## src/hdl/cfr_pkg.sv

```systemverilog
// Shared types, constants and the CRC-8 step for the frame receiver.
package cfr_pkg;

    localparam int FRAME_BYTES_DEF = 32;

    localparam logic [7:0] HDR_FIRST  = 8'hAA;
    localparam logic [7:0] HDR_SECOND = 8'h55;
    localparam logic [7:0] TAIL_FIRST  = 8'h55;
    localparam logic [7:0] TAIL_SECOND = 8'hAA;
    localparam logic [7:0] CRC_POLY   = 8'h07;

    typedef enum logic [3:0] {
        ST_HUNT,
        ST_LEN,
        ST_TYPE,
        ST_CMD,
        ST_DATA,
        ST_CRC,
        ST_TAIL1,
        ST_TAIL2,
        ST_DRAIN_RD,
        ST_DRAIN_WR
    } state_t;

    typedef enum logic [1:0] {
        STAT_OK   = 2'd0,
        STAT_CRC  = 2'd1,
        STAT_TAIL = 2'd2,
        STAT_LEN  = 2'd3
    } status_t;

    typedef enum logic [1:0] {
        OUT_LEN_ERR,
        OUT_SINGLE,
        OUT_PAYLOAD
    } out_kind_t;

    // Commands from the controller to the datapath
    typedef struct packed {
        logic      load_len;
        logic      load_type;
        logic      load_cmd;
        logic      load_crc;
        logic      load_tail1;
        logic      crc_clear;
        logic      crc_update;
        logic      store_byte;
        logic      rd_issue;
        logic      cnt_clear;
        logic      cnt_inc;
        logic      out_load;
        out_kind_t out_kind;
        status_t   out_status;
        logic      out_last;
    } cmd_t;

    // Status from the datapath to the controller
    typedef struct packed {
        logic hdr_first;
        logic hdr_second;
        logic len_too_long;
        logic len_zero;
        logic count_done;
        logic tail_ok;
        logic crc_ok;
        logic out_free;
    } stat_t;

    // CRC-8, MSB first, one byte per call
    function automatic logic [7:0] crc8_step(input logic [7:0] crc, input logic [7:0] b);
        logic [7:0] c;
        c = crc ^ b;
        for (int i = 0; i < 8; i++) begin
            if (c[7]) begin
                c = {c[6:0], 1'b0} ^ CRC_POLY;
            end else begin
                c = {c[6:0], 1'b0};
            end
        end
        return c;
    endfunction

endpackage

```

## src/hdl/cfr_ctrl.sv

```systemverilog
// Frame receiver controller: header hunt, field sequencing and payload drain.
module cfr_ctrl (
    input  logic          aclk,
    input  logic          aresetn,
    input  logic          s_valid,
    output logic          s_ready,
    input  cfr_pkg::stat_t stat,
    output cfr_pkg::cmd_t  cmd
);
    import cfr_pkg::*;

    state_t state_reg, state_next;
    logic   saw_reg, saw_next;
    logic   byte_state;
    logic   accept;

    always_ff @(posedge aclk) begin
        if (!aresetn) begin
            state_reg <= ST_HUNT;
            saw_reg   <= 1'b0;
        end else begin
            state_reg <= state_next;
            saw_reg   <= saw_next;
        end
    end

    assign byte_state = (state_reg != ST_DRAIN_RD) && (state_reg != ST_DRAIN_WR);
    assign s_ready    = byte_state && stat.out_free;
    assign accept     = s_valid && s_ready;

    always_comb begin
        state_next     = state_reg;
        saw_next       = saw_reg;
        cmd            = '0;
        cmd.out_kind   = OUT_SINGLE;
        cmd.out_status = STAT_OK;
        unique case (state_reg)
            ST_HUNT: begin
                if (accept) begin
                    if (saw_reg && stat.hdr_second) begin
                        saw_next   = 1'b0;
                        state_next = ST_LEN;
                    end else begin
                        saw_next = stat.hdr_first;
                    end
                end
            end
            ST_LEN: begin
                if (accept) begin
                    if (stat.len_too_long) begin
                        cmd.out_load   = 1'b1;
                        cmd.out_kind   = OUT_LEN_ERR;
                        cmd.out_status = STAT_LEN;
                        cmd.out_last   = 1'b1;
                        state_next     = ST_HUNT;
                    end else begin
                        cmd.load_len  = 1'b1;
                        cmd.crc_clear = 1'b1;
                        cmd.cnt_clear = 1'b1;
                        state_next    = ST_TYPE;
                    end
                end
            end
            ST_TYPE: begin
                if (accept) begin
                    cmd.load_type  = 1'b1;
                    cmd.crc_update = 1'b1;
                    state_next     = ST_CMD;
                end
            end
            ST_CMD: begin
                if (accept) begin
                    cmd.load_cmd   = 1'b1;
                    cmd.crc_update = 1'b1;
                    cmd.cnt_clear  = 1'b1;
                    state_next     = stat.len_zero ? ST_CRC : ST_DATA;
                end
            end
            ST_DATA: begin
                if (accept) begin
                    cmd.store_byte = 1'b1;
                    cmd.crc_update = 1'b1;
                    cmd.cnt_inc    = 1'b1;
                    if (stat.count_done) begin
                        state_next = ST_CRC;
                    end
                end
            end
            ST_CRC: begin
                if (accept) begin
                    cmd.load_crc = 1'b1;
                    state_next   = ST_TAIL1;
                end
            end
            ST_TAIL1: begin
                if (accept) begin
                    cmd.load_tail1 = 1'b1;
                    state_next     = ST_TAIL2;
                end
            end
            ST_TAIL2: begin
                if (accept) begin
                    saw_next = 1'b0;
                    // tail is judged before the CRC
                    if (!stat.tail_ok) begin
                        cmd.out_load   = 1'b1;
                        cmd.out_status = STAT_TAIL;
                        cmd.out_last   = 1'b1;
                        state_next     = ST_HUNT;
                    end else if (!stat.crc_ok) begin
                        cmd.out_load   = 1'b1;
                        cmd.out_status = STAT_CRC;
                        cmd.out_last   = 1'b1;
                        state_next     = ST_HUNT;
                    end else if (stat.len_zero) begin
                        cmd.out_load = 1'b1;
                        cmd.out_last = 1'b1;
                        state_next   = ST_HUNT;
                    end else begin
                        cmd.cnt_clear = 1'b1;
                        state_next    = ST_DRAIN_RD;
                    end
                end
            end
            ST_DRAIN_RD: begin
                cmd.rd_issue = 1'b1;
                state_next   = ST_DRAIN_WR;
            end
            ST_DRAIN_WR: begin
                // hold the read data until the output stage frees
                if (stat.out_free) begin
                    cmd.out_load = 1'b1;
                    cmd.out_kind = OUT_PAYLOAD;
                    cmd.out_last = stat.count_done;
                    cmd.cnt_inc  = 1'b1;
                    state_next   = stat.count_done ? ST_HUNT : ST_DRAIN_RD;
                end
            end
            default: begin
                state_next = ST_HUNT;
            end
        endcase
    end

`ifndef SYNTH
    a_rd_then_wr: assert property (@(posedge aclk) disable iff (!aresetn)
        cmd.rd_issue |=> state_reg == ST_DRAIN_WR)
        else $error("store read not followed by output step");

    a_load_when_free: assert property (@(posedge aclk) disable iff (!aresetn)
        cmd.out_load |-> stat.out_free)
        else $error("result loaded over a held result");

    a_no_rw_clash: assert property (@(posedge aclk) disable iff (!aresetn)
        !(cmd.store_byte && cmd.rd_issue))
        else $error("store written and read together");

    a_tail_exit: assert property (@(posedge aclk) disable iff (!aresetn)
        (state_reg == ST_TAIL2 && accept) |=>
            (state_reg == ST_HUNT || state_reg == ST_DRAIN_RD) && !saw_reg)
        else $error("bad exit from tail");
`endif

endmodule

```

## src/hdl/cfr_datapath.sv

```systemverilog
// Frame receiver datapath: field registers, CRC, payload store and result register.
module cfr_datapath #(
    parameter int FRAME_BYTES = cfr_pkg::FRAME_BYTES_DEF
) (
    input  logic           aclk,
    input  logic           aresetn,
    input  logic [7:0]     s_rx_byte,
    input  cfr_pkg::cmd_t  cmd,
    output cfr_pkg::stat_t stat,
    output logic           m_valid,
    input  logic           m_ready,
    output logic [1:0]     m_status,
    output logic [7:0]     m_frame_type,
    output logic [7:0]     m_frame_command,
    output logic [7:0]     m_payload_length,
    output logic [7:0]     m_payload_byte,
    output logic           m_payload_valid,
    output logic           m_last
);
    import cfr_pkg::*;

    localparam int PAYLOAD_MAX = FRAME_BYTES - 8;
    localparam int STORE_DEPTH = (PAYLOAD_MAX < 2) ? 2 : PAYLOAD_MAX;
    localparam int ADDR_W      = $clog2(STORE_DEPTH);
    localparam int CNT_W       = (PAYLOAD_MAX < 1) ? 1 : $clog2(PAYLOAD_MAX + 1);
    localparam logic [7:0] LEN_LIMIT = 8'(PAYLOAD_MAX);

    logic [7:0]       len_reg;
    logic [7:0]       type_reg;
    logic [7:0]       cmd_reg;
    logic [7:0]       crc_reg;
    logic [7:0]       rx_crc_reg;
    logic [7:0]       tail1_reg;
    logic [CNT_W-1:0] cnt_reg;
    logic [8:0]       cnt_plus;
    logic [7:0]       store_mem [STORE_DEPTH];
    logic [7:0]       rd_data_reg;

    logic       out_valid_reg;
    status_t    status_reg;
    logic [7:0] otype_reg;
    logic [7:0] ocmd_reg;
    logic [7:0] olen_reg;
    logic [7:0] obyte_reg;
    logic       opv_reg;
    logic       olast_reg;

    // field registers and running CRC
    always_ff @(posedge aclk) begin
        if (cmd.load_len) begin
            len_reg <= s_rx_byte;
        end
        if (cmd.load_type) begin
            type_reg <= s_rx_byte;
        end
        if (cmd.load_cmd) begin
            cmd_reg <= s_rx_byte;
        end
        if (cmd.load_crc) begin
            rx_crc_reg <= s_rx_byte;
        end
        if (cmd.load_tail1) begin
            tail1_reg <= s_rx_byte;
        end
        if (cmd.crc_clear) begin
            crc_reg <= 8'h00;
        end else if (cmd.crc_update) begin
            crc_reg <= crc8_step(crc_reg, s_rx_byte);
        end
    end

    // byte counter: write address while filling, read address while draining
    always_ff @(posedge aclk) begin
        if (!aresetn) begin
            cnt_reg <= '0;
        end else if (cmd.cnt_clear) begin
            cnt_reg <= '0;
        end else if (cmd.cnt_inc) begin
            cnt_reg <= cnt_reg + CNT_W'(1);
        end
    end

    assign cnt_plus = 9'(cnt_reg) + 9'd1;

    // payload store, registered read
    always_ff @(posedge aclk) begin
        if (cmd.store_byte) begin
            store_mem[cnt_reg[ADDR_W-1:0]] <= s_rx_byte;
        end
        if (cmd.rd_issue) begin
            rd_data_reg <= store_mem[cnt_reg[ADDR_W-1:0]];
        end
    end

    // result register
    always_ff @(posedge aclk) begin
        if (!aresetn) begin
            out_valid_reg <= 1'b0;
        end else if (cmd.out_load) begin
            out_valid_reg <= 1'b1;
        end else if (m_ready) begin
            out_valid_reg <= 1'b0;
        end
    end

    always_ff @(posedge aclk) begin
        if (cmd.out_load) begin
            status_reg <= cmd.out_status;
            olast_reg  <= cmd.out_last;
            case (cmd.out_kind)
                OUT_LEN_ERR: begin
                    otype_reg <= 8'h00;
                    ocmd_reg  <= 8'h00;
                    olen_reg  <= s_rx_byte;
                    obyte_reg <= 8'h00;
                    opv_reg   <= 1'b0;
                end
                OUT_PAYLOAD: begin
                    otype_reg <= type_reg;
                    ocmd_reg  <= cmd_reg;
                    olen_reg  <= len_reg;
                    obyte_reg <= rd_data_reg;
                    opv_reg   <= 1'b1;
                end
                default: begin
                    otype_reg <= type_reg;
                    ocmd_reg  <= cmd_reg;
                    olen_reg  <= len_reg;
                    obyte_reg <= 8'h00;
                    opv_reg   <= 1'b0;
                end
            endcase
        end
    end

    assign stat.hdr_first    = (s_rx_byte == HDR_FIRST);
    assign stat.hdr_second   = (s_rx_byte == HDR_SECOND);
    assign stat.len_too_long = (s_rx_byte > LEN_LIMIT);
    assign stat.len_zero     = (len_reg == 8'h00);
    assign stat.count_done   = (cnt_plus >= {1'b0, len_reg});
    assign stat.tail_ok      = (tail1_reg == TAIL_FIRST) && (s_rx_byte == TAIL_SECOND);
    assign stat.crc_ok       = (crc_reg == rx_crc_reg);
    assign stat.out_free     = !out_valid_reg || m_ready;

    assign m_valid          = out_valid_reg;
    assign m_status         = status_reg;
    assign m_frame_type     = otype_reg;
    assign m_frame_command  = ocmd_reg;
    assign m_payload_length = olen_reg;
    assign m_payload_byte   = obyte_reg;
    assign m_payload_valid  = opv_reg;
    assign m_last           = olast_reg;

endmodule

```

## src/hdl/crc8_frame_receiver.sv

```systemverilog
// Top level of the CRC-8 frame receiver: controller plus datapath.
// Bytes are taken one per cycle while no result is held back by the sink; a frame
// AA 55, length, type, command, payload, CRC, 55 AA is checked (CRC-8 poly 0x07, init 0,
// over type, command and payload, tail judged before CRC). A rejected frame, an empty
// good frame or a length above FRAME_BYTES-8 gives one result carrying last. A good frame
// of N payload bytes gives N results, the last one marked; they are read back from the
// payload store through its registered read port, each result passing a read state and
// then an output state, and no byte is accepted during this drain. The store needs
// no clearing pass after reset.
module crc8_frame_receiver #(
    parameter int FRAME_BYTES = cfr_pkg::FRAME_BYTES_DEF
) (
    input  logic       aclk,
    input  logic       aresetn,
    input  logic       s_valid,
    output logic       s_ready,
    input  logic [7:0] s_rx_byte,
    output logic       m_valid,
    input  logic       m_ready,
    output logic [1:0] m_status,
    output logic [7:0] m_frame_type,
    output logic [7:0] m_frame_command,
    output logic [7:0] m_payload_length,
    output logic [7:0] m_payload_byte,
    output logic       m_payload_valid,
    output logic       m_last
);
    import cfr_pkg::*;

    cmd_t  cmd;
    stat_t stat;

    cfr_ctrl u_ctrl (
        .aclk    (aclk),
        .aresetn (aresetn),
        .s_valid (s_valid),
        .s_ready (s_ready),
        .stat    (stat),
        .cmd     (cmd)
    );

    cfr_datapath #(
        .FRAME_BYTES (FRAME_BYTES)
    ) u_datapath (
        .aclk             (aclk),
        .aresetn          (aresetn),
        .s_rx_byte        (s_rx_byte),
        .cmd              (cmd),
        .stat             (stat),
        .m_valid          (m_valid),
        .m_ready          (m_ready),
        .m_status         (m_status),
        .m_frame_type     (m_frame_type),
        .m_frame_command  (m_frame_command),
        .m_payload_length (m_payload_length),
        .m_payload_byte   (m_payload_byte),
        .m_payload_valid  (m_payload_valid),
        .m_last           (m_last)
    );

endmodule

```

## config.mk

```make
export PLATFORM = sky130hd
export DESIGN_NAME = crc8_frame_receiver
export DESIGN_NICKNAME = d
export VERILOG_FILES = /design/src/hdl/cfr_pkg.sv /design/src/hdl/cfr_ctrl.sv /design/src/hdl/cfr_datapath.sv /design/src/hdl/crc8_frame_receiver.sv
export SDC_FILE = /design/constraint.sdc
export NUM_CORES = 1
export LEC_CHECK = 0
export BUFFER_PORTS_ARGS = -buffer_cell sky130_fd_sc_hd__buf_4
export CAP_MARGIN = 10
export CORE_ASPECT_RATIO = 1.25
export CORE_UTILIZATION = 60
export CTS_CLUSTER_DIAMETER = 60
export DETAILED_ROUTE_END_ITERATION = 7
export PLACE_DENSITY = 0.78
export SYNTH_ARGS = -nofsm -noshare
export SYNTH_HDL_FRONTEND = slang
export SYNTH_SLANG_ARGS = --single-unit
```

## constraint.sdc

```tcl
create_clock -name aclk -period 10.29 [get_ports aclk]
set_clock_uncertainty 0.2 [all_clocks]
set_input_delay 3.087 -clock aclk [delete_from_list [all_inputs] [get_ports aclk]]
set_output_delay 3.087 -clock aclk [all_outputs]
set_load 0.02 [all_outputs]
```

======== After elaboration in Yosys (flattened, before gate mapping) ========
Memory sizes are Yosys's and may differ from the RTL's. A register that Yosys moved wholly into a read port is not among the register bits.
Index checks and enable logic that the tools add are counted.
word-level totals
  flip-flop bits (word level) ............. 95
  bits in writable memories ............... 192
  input bits .............................. 12
  output and inout port bits .............. 38
  word-level logic and storage cells ...... 158
  memories ................................ 1
memories
  name                  depth  bits a word  read ports  clocked after Yosys merged registers in  wr ports  line                RTL
  u_datapath.store_mem  24     8            1           1                                        1         cfr_datapath.sv:36  logic [7:0] store_mem [STORE_DEPTH];
operators by class
  add/sub/neg operators ................... 2
  $lt $le $gt $ge ......................... 2
  equality and inequality tests ........... 27
  muxes and demuxes ....................... 83
  bitwise logic cells ..................... 10
  reductions and logical operators ........ 16
operators with widths
  kind                 number
  $mux 8               15
  $mux 4               16
  $pmux 4 s10          1
  $mux 3               10
  $mux 1               29
  $not 3->3            8
  $ne 2x1->1 const B   11
  $eq 4x3->1 const B   4
  $eq 8x7->1 const B   2
  $mux 6               2
  $reduce_and 11->1    1
  $ge 9x8->1           1
  $pmux 1 s3           3
  $eq 4x2->1 const B   2
  $eq 4x4->1 const B   2
  $eq 8x8->1           1
  $eq 8x8->1 const B   1
  $gt 8x5->1 const B   1
  $logic_not 8->1      1
  $ne 4x4->1 const B   2
  $pmux 2 s2           2
  $xor 8x8->8          1
  $add 5x1->6 const B  1
  $pmux 1 s2           3
  13 further kinds     20

======== Depth between registers and ports, before layout ========
  word-level depth ........................ 34
  mapped depth ............................ 11
  gate-level depth less buffers ........... 9

======== Hierarchy ========
A second synthesis with hierarchy kept.
second synthesis, totals
  cells, all modules ...................... 693
  area, all modules ....................... 12197.9 um2
modules (own cells, without submodules)
  module        instances  cells each  area each (um2)  sequential area each (um2)
  cfr_datapath  1          609         11616.1          8568.2
  cfr_ctrl      1          84          581.8            100.1

======== Worst setup path after synthesis ========
OpenSTA, ideal clock, no wires.
  path type ............................... input port to output port
  from .................................... input m_ready
  to ...................................... output s_ready
  data arrival time ....................... 3.607 ns
  required time ........................... 7.003 ns
  setup slack ............................. 3.396 ns
  stages .................................. 2
  buffers on the path ..................... 0
  cells stage by stage .................... and2b_2 nor2_1
between the ends
  cells in the longest elaborated chain, start to end .. 2
RTL lines
  item               line                       RTL
  from (decl)        crc8_frame_receiver.sv:19  input logic m_ready,
  $logic_or 1x1->1   cfr_datapath.sv:143        assign stat.out_free = !out_valid_reg || m_ready;
  $logic_and 1x1->1  cfr_ctrl.sv:28             assign s_ready = byte_state && stat.out_free;
  to (decl)          crc8_frame_receiver.sv:16  output logic s_ready,
No other way between the ends.

======== Worst setup path in the final report ========
Ends and elaborated chain as after synthesis.

==> key figures <==
Run status
  • Status: complete, no violations

CTS
  • Post-CTS Hold Buffers: 0
  • Cts bufs inserted: 27
  • Longest Clk Path Bufs: 3
  • CTS Root Cell: clkbuf_16
  • Quantity of gates resized following cts: 0
  • Setup Buffers After CTS: 0
  • CTS tree: done
  • Clk sinks: about 300
  • Worst skew pair latency: 530 ps
  • Clock slew at reported path FFs: 60 ps
  • Htree depth: 1

Cells and area
  • Commonest non-fill, non-tap cell in the layout: edfxtp_1
  • Ratio of cells with drive above 1 in the final layout: a little over a fifth
  • Max FFs per register: roughly 190
  • Post-Layout Cell Count: 1027
  • Layout Utilization: between 60% and 70%
  • Synthesis-to-layout area growth: 12.3%
  • Final net count: 763
  • Commonest cells after routing, fill and taps aside: 276 x edfxtp_1, 50 x buf_4, 49 x nand2_1, 48 x mux4_2, 47 x nor2_1
  • Ant. Diodes: 0
  • Design area: 13300 sq um

Job
  • Max-cap violations: 0

Timing
  • Unrepaired setup endpoints after global routing: false
  • Highest Clock Rate: about 140 MHz
  • Setup TNS: 0 ps
  • Fin crit share: 67.5%
  • Final Hold Violating Endpoints: 0
  • Crit path time final: 6940 ps
  • Number of setup violations in the final report: 0
  • Fin. max-slew vios: 0
  • Actual slew at the worst max-slew pin: between 1000 and 1500 ps
  • Setup WS post-layout: 3350 ps
  • Relative slew margins: 18.9%

GRT
  • Gr usage total: 23.6%
  • Largest net degree at the start of global routing: 55
  • Global-route wire length before repair: between 30000 and 40000 um
  • Initial antenna violation count: 0
  • Number of global-route vias before repair: 6467
  • GRT overflow: 0

Placement
  • Post-placement cell area: 12500 sq um
  • Routability congestion estimate: approximately 0.84
  • PortBufs: between 40 and 50
  • DP Worst Slack: roughly 3300 ps
  • Placed cells: 977
  • Detailed placer's ending HPWL: about 14000 um

Power
  • Pleak: 4.33 nW
  • Power per cell area: 174 nW/um^2
  • Worst IR Drop VDD: 121 uV

Setup path
  • Top cell family by delay on the critical path: buffers and inverters
  • Cell breakdown of the critical path: buf_4 -> and2b_2 -> nor2_1 -> buf_4
  • Worst Setup Start Kind: input pin
  • Critical Path Fanout Max: 4
  • Crit Path Class: input pin to output port
  • Worst path depth: 4
  • Required time of the critical path: 7000 ps
  • Crit path DAT: ~3700 ps
  • Crit-path most repeated cell: buf_4
  • Setup crit end kind: output port
  • CP peak stage delay: 230 ps
  • Crit-path slowest cell: and2b_2
  • Bufs and invs on worst path: 2
  • R2R cell count: 8

Logic synthesis
  • Mapped Nets: 714
  • Syn Inst Count: a little under 700
  • Mapped Area: 11900 sq um
  • #FFs+latches synth: approximately 300
  • Asr flop ratio synth: 0%
  • Avg Cell Area, Syn: 17.2 sq um
  • Post-synthesis cell type count: 53
  • Post-synth EDFFs: 276
  • Yosys Warn Count: 0
  • Main synth FF type: edfxtp_1
  • Sequential fraction of the synthesis area: 73.0%

Floorplanning
  • Core area: between 15000 and 20000 sq um
  • I/O pin cnt: 50
  • Initial core utilization: 61.2%
  • Die span in y: around 160 um
  • Die ar.: 20400 sq um
  • Die width: 128 um
  • Rows: 57

Route
  • Met3 wire len: 1160 um
  • DR top layer: met4
  • Final ANT Viol Nets: 0
  • Via count: 6116
  • Vias per Instance: between 5 and 6
  • 1st-pass router iterations: 5
  • Post-Route WL: between 20000 and 25000 um
  • DR WL met2: 12200 um
  • Met1 wire length: 8950 um
  • DRC: 0
  • Wire length per cell: approximately 22 um
  • Initial drt markers: about 560

Worst hold path
  • HP Class: flop to flop
  • Hold path cells: 1
-- cells by family (layout without fill, tap and decap cells) --
logic type	Yosys count	count (layout)	share of synthesized area, %
XOR/XNOR	38	38	2.80
AO/OA/AOI/OAI	54	54	2.90
flip-flops	295	295	73.0
AND/OR/NAND/NOR	192	192	8.46
multiplexers	62	62	10.4
buffers and inverters	41	111	1.41
adder cells (fa/ha/maj)	10	10	1.05
-- stage by stage --
stage | hold slack (ps) | power, mW
floorplan | 271 | 1.35
global placement | 295 | 1.37
detailed placement | 301 | 1.38
CTS | 317 | 2.34
global route | 334 | 2.39
finish | 310 | 2.32
-- synth_stat cells (10+ instances only) --
library cell / n / area share [%]
a21oi_1: 15 / 0.63
inv_1: 11 / 0.35
nand2_1: 49 / 1.5
xnor2_1: 28 / 2.1
edfxtp_1: 276 / 70
xor2_1: 10 / 0.74
clkbuf_1: 20 / 0.63
dfxtp_1: 19 / 3.2
o21ai_0: 13 / 0.55
mux4_2: 48 / 9.1
nor2b_1: 10 / 0.53
and2_1: 31 / 1.6
nand3_1: 19 / 0.80
nor2_1: 47 / 1.5
ha_1: 10 / 1.1
-- per-layer routing --
metal	up-vias	GRT usage, %
li1	2748	-
met1	3107	30.7
met2	214	41.1
met3	47	2.82
met4	0	8.66
met5	-	0
-- final cells by class --
class | count | area [sq um]
clock inverters | 22 | 186
multi-input cells | 356 | 3050
well taps | 265 | 332
fillers | 1258 | 6060
repair buffers | 50 | 375
inverters | 11 | 41.3
clock buffers | 28 | 679
flip-flops and latches | 295 | 8670
-- power by group --
part	leakage, nW	switching (mW)	internal (mW)
Sequential	2.65	0.00121	1.31
Combinational	1.24	0.0297	0.0130
Clock	0.431	0.419	0.555
-- final timing paths --
| check | start | to | slack [ps] |
|---|---|---|---|
| worst max-delay path | m_ready | s_ready | 3350 |
| worst min-delay path | u_datapath.crc_reg[5]$_SDFFE_PP0P_ | u_datapath.crc_reg[5]$_SDFFE_PP0P_ | 310 |
| worst max register to register | u_datapath.cnt_reg[0]$_SDFFE_PP0P_ | u_datapath.m_last$_DFFE_PP_ | 6720 |
| worst min register to register | u_datapath.crc_reg[5]$_SDFFE_PP0P_ | u_datapath.crc_reg[5]$_SDFFE_PP0P_ | 310 |
No activity file was read; power rests on OpenSTA's default activity.
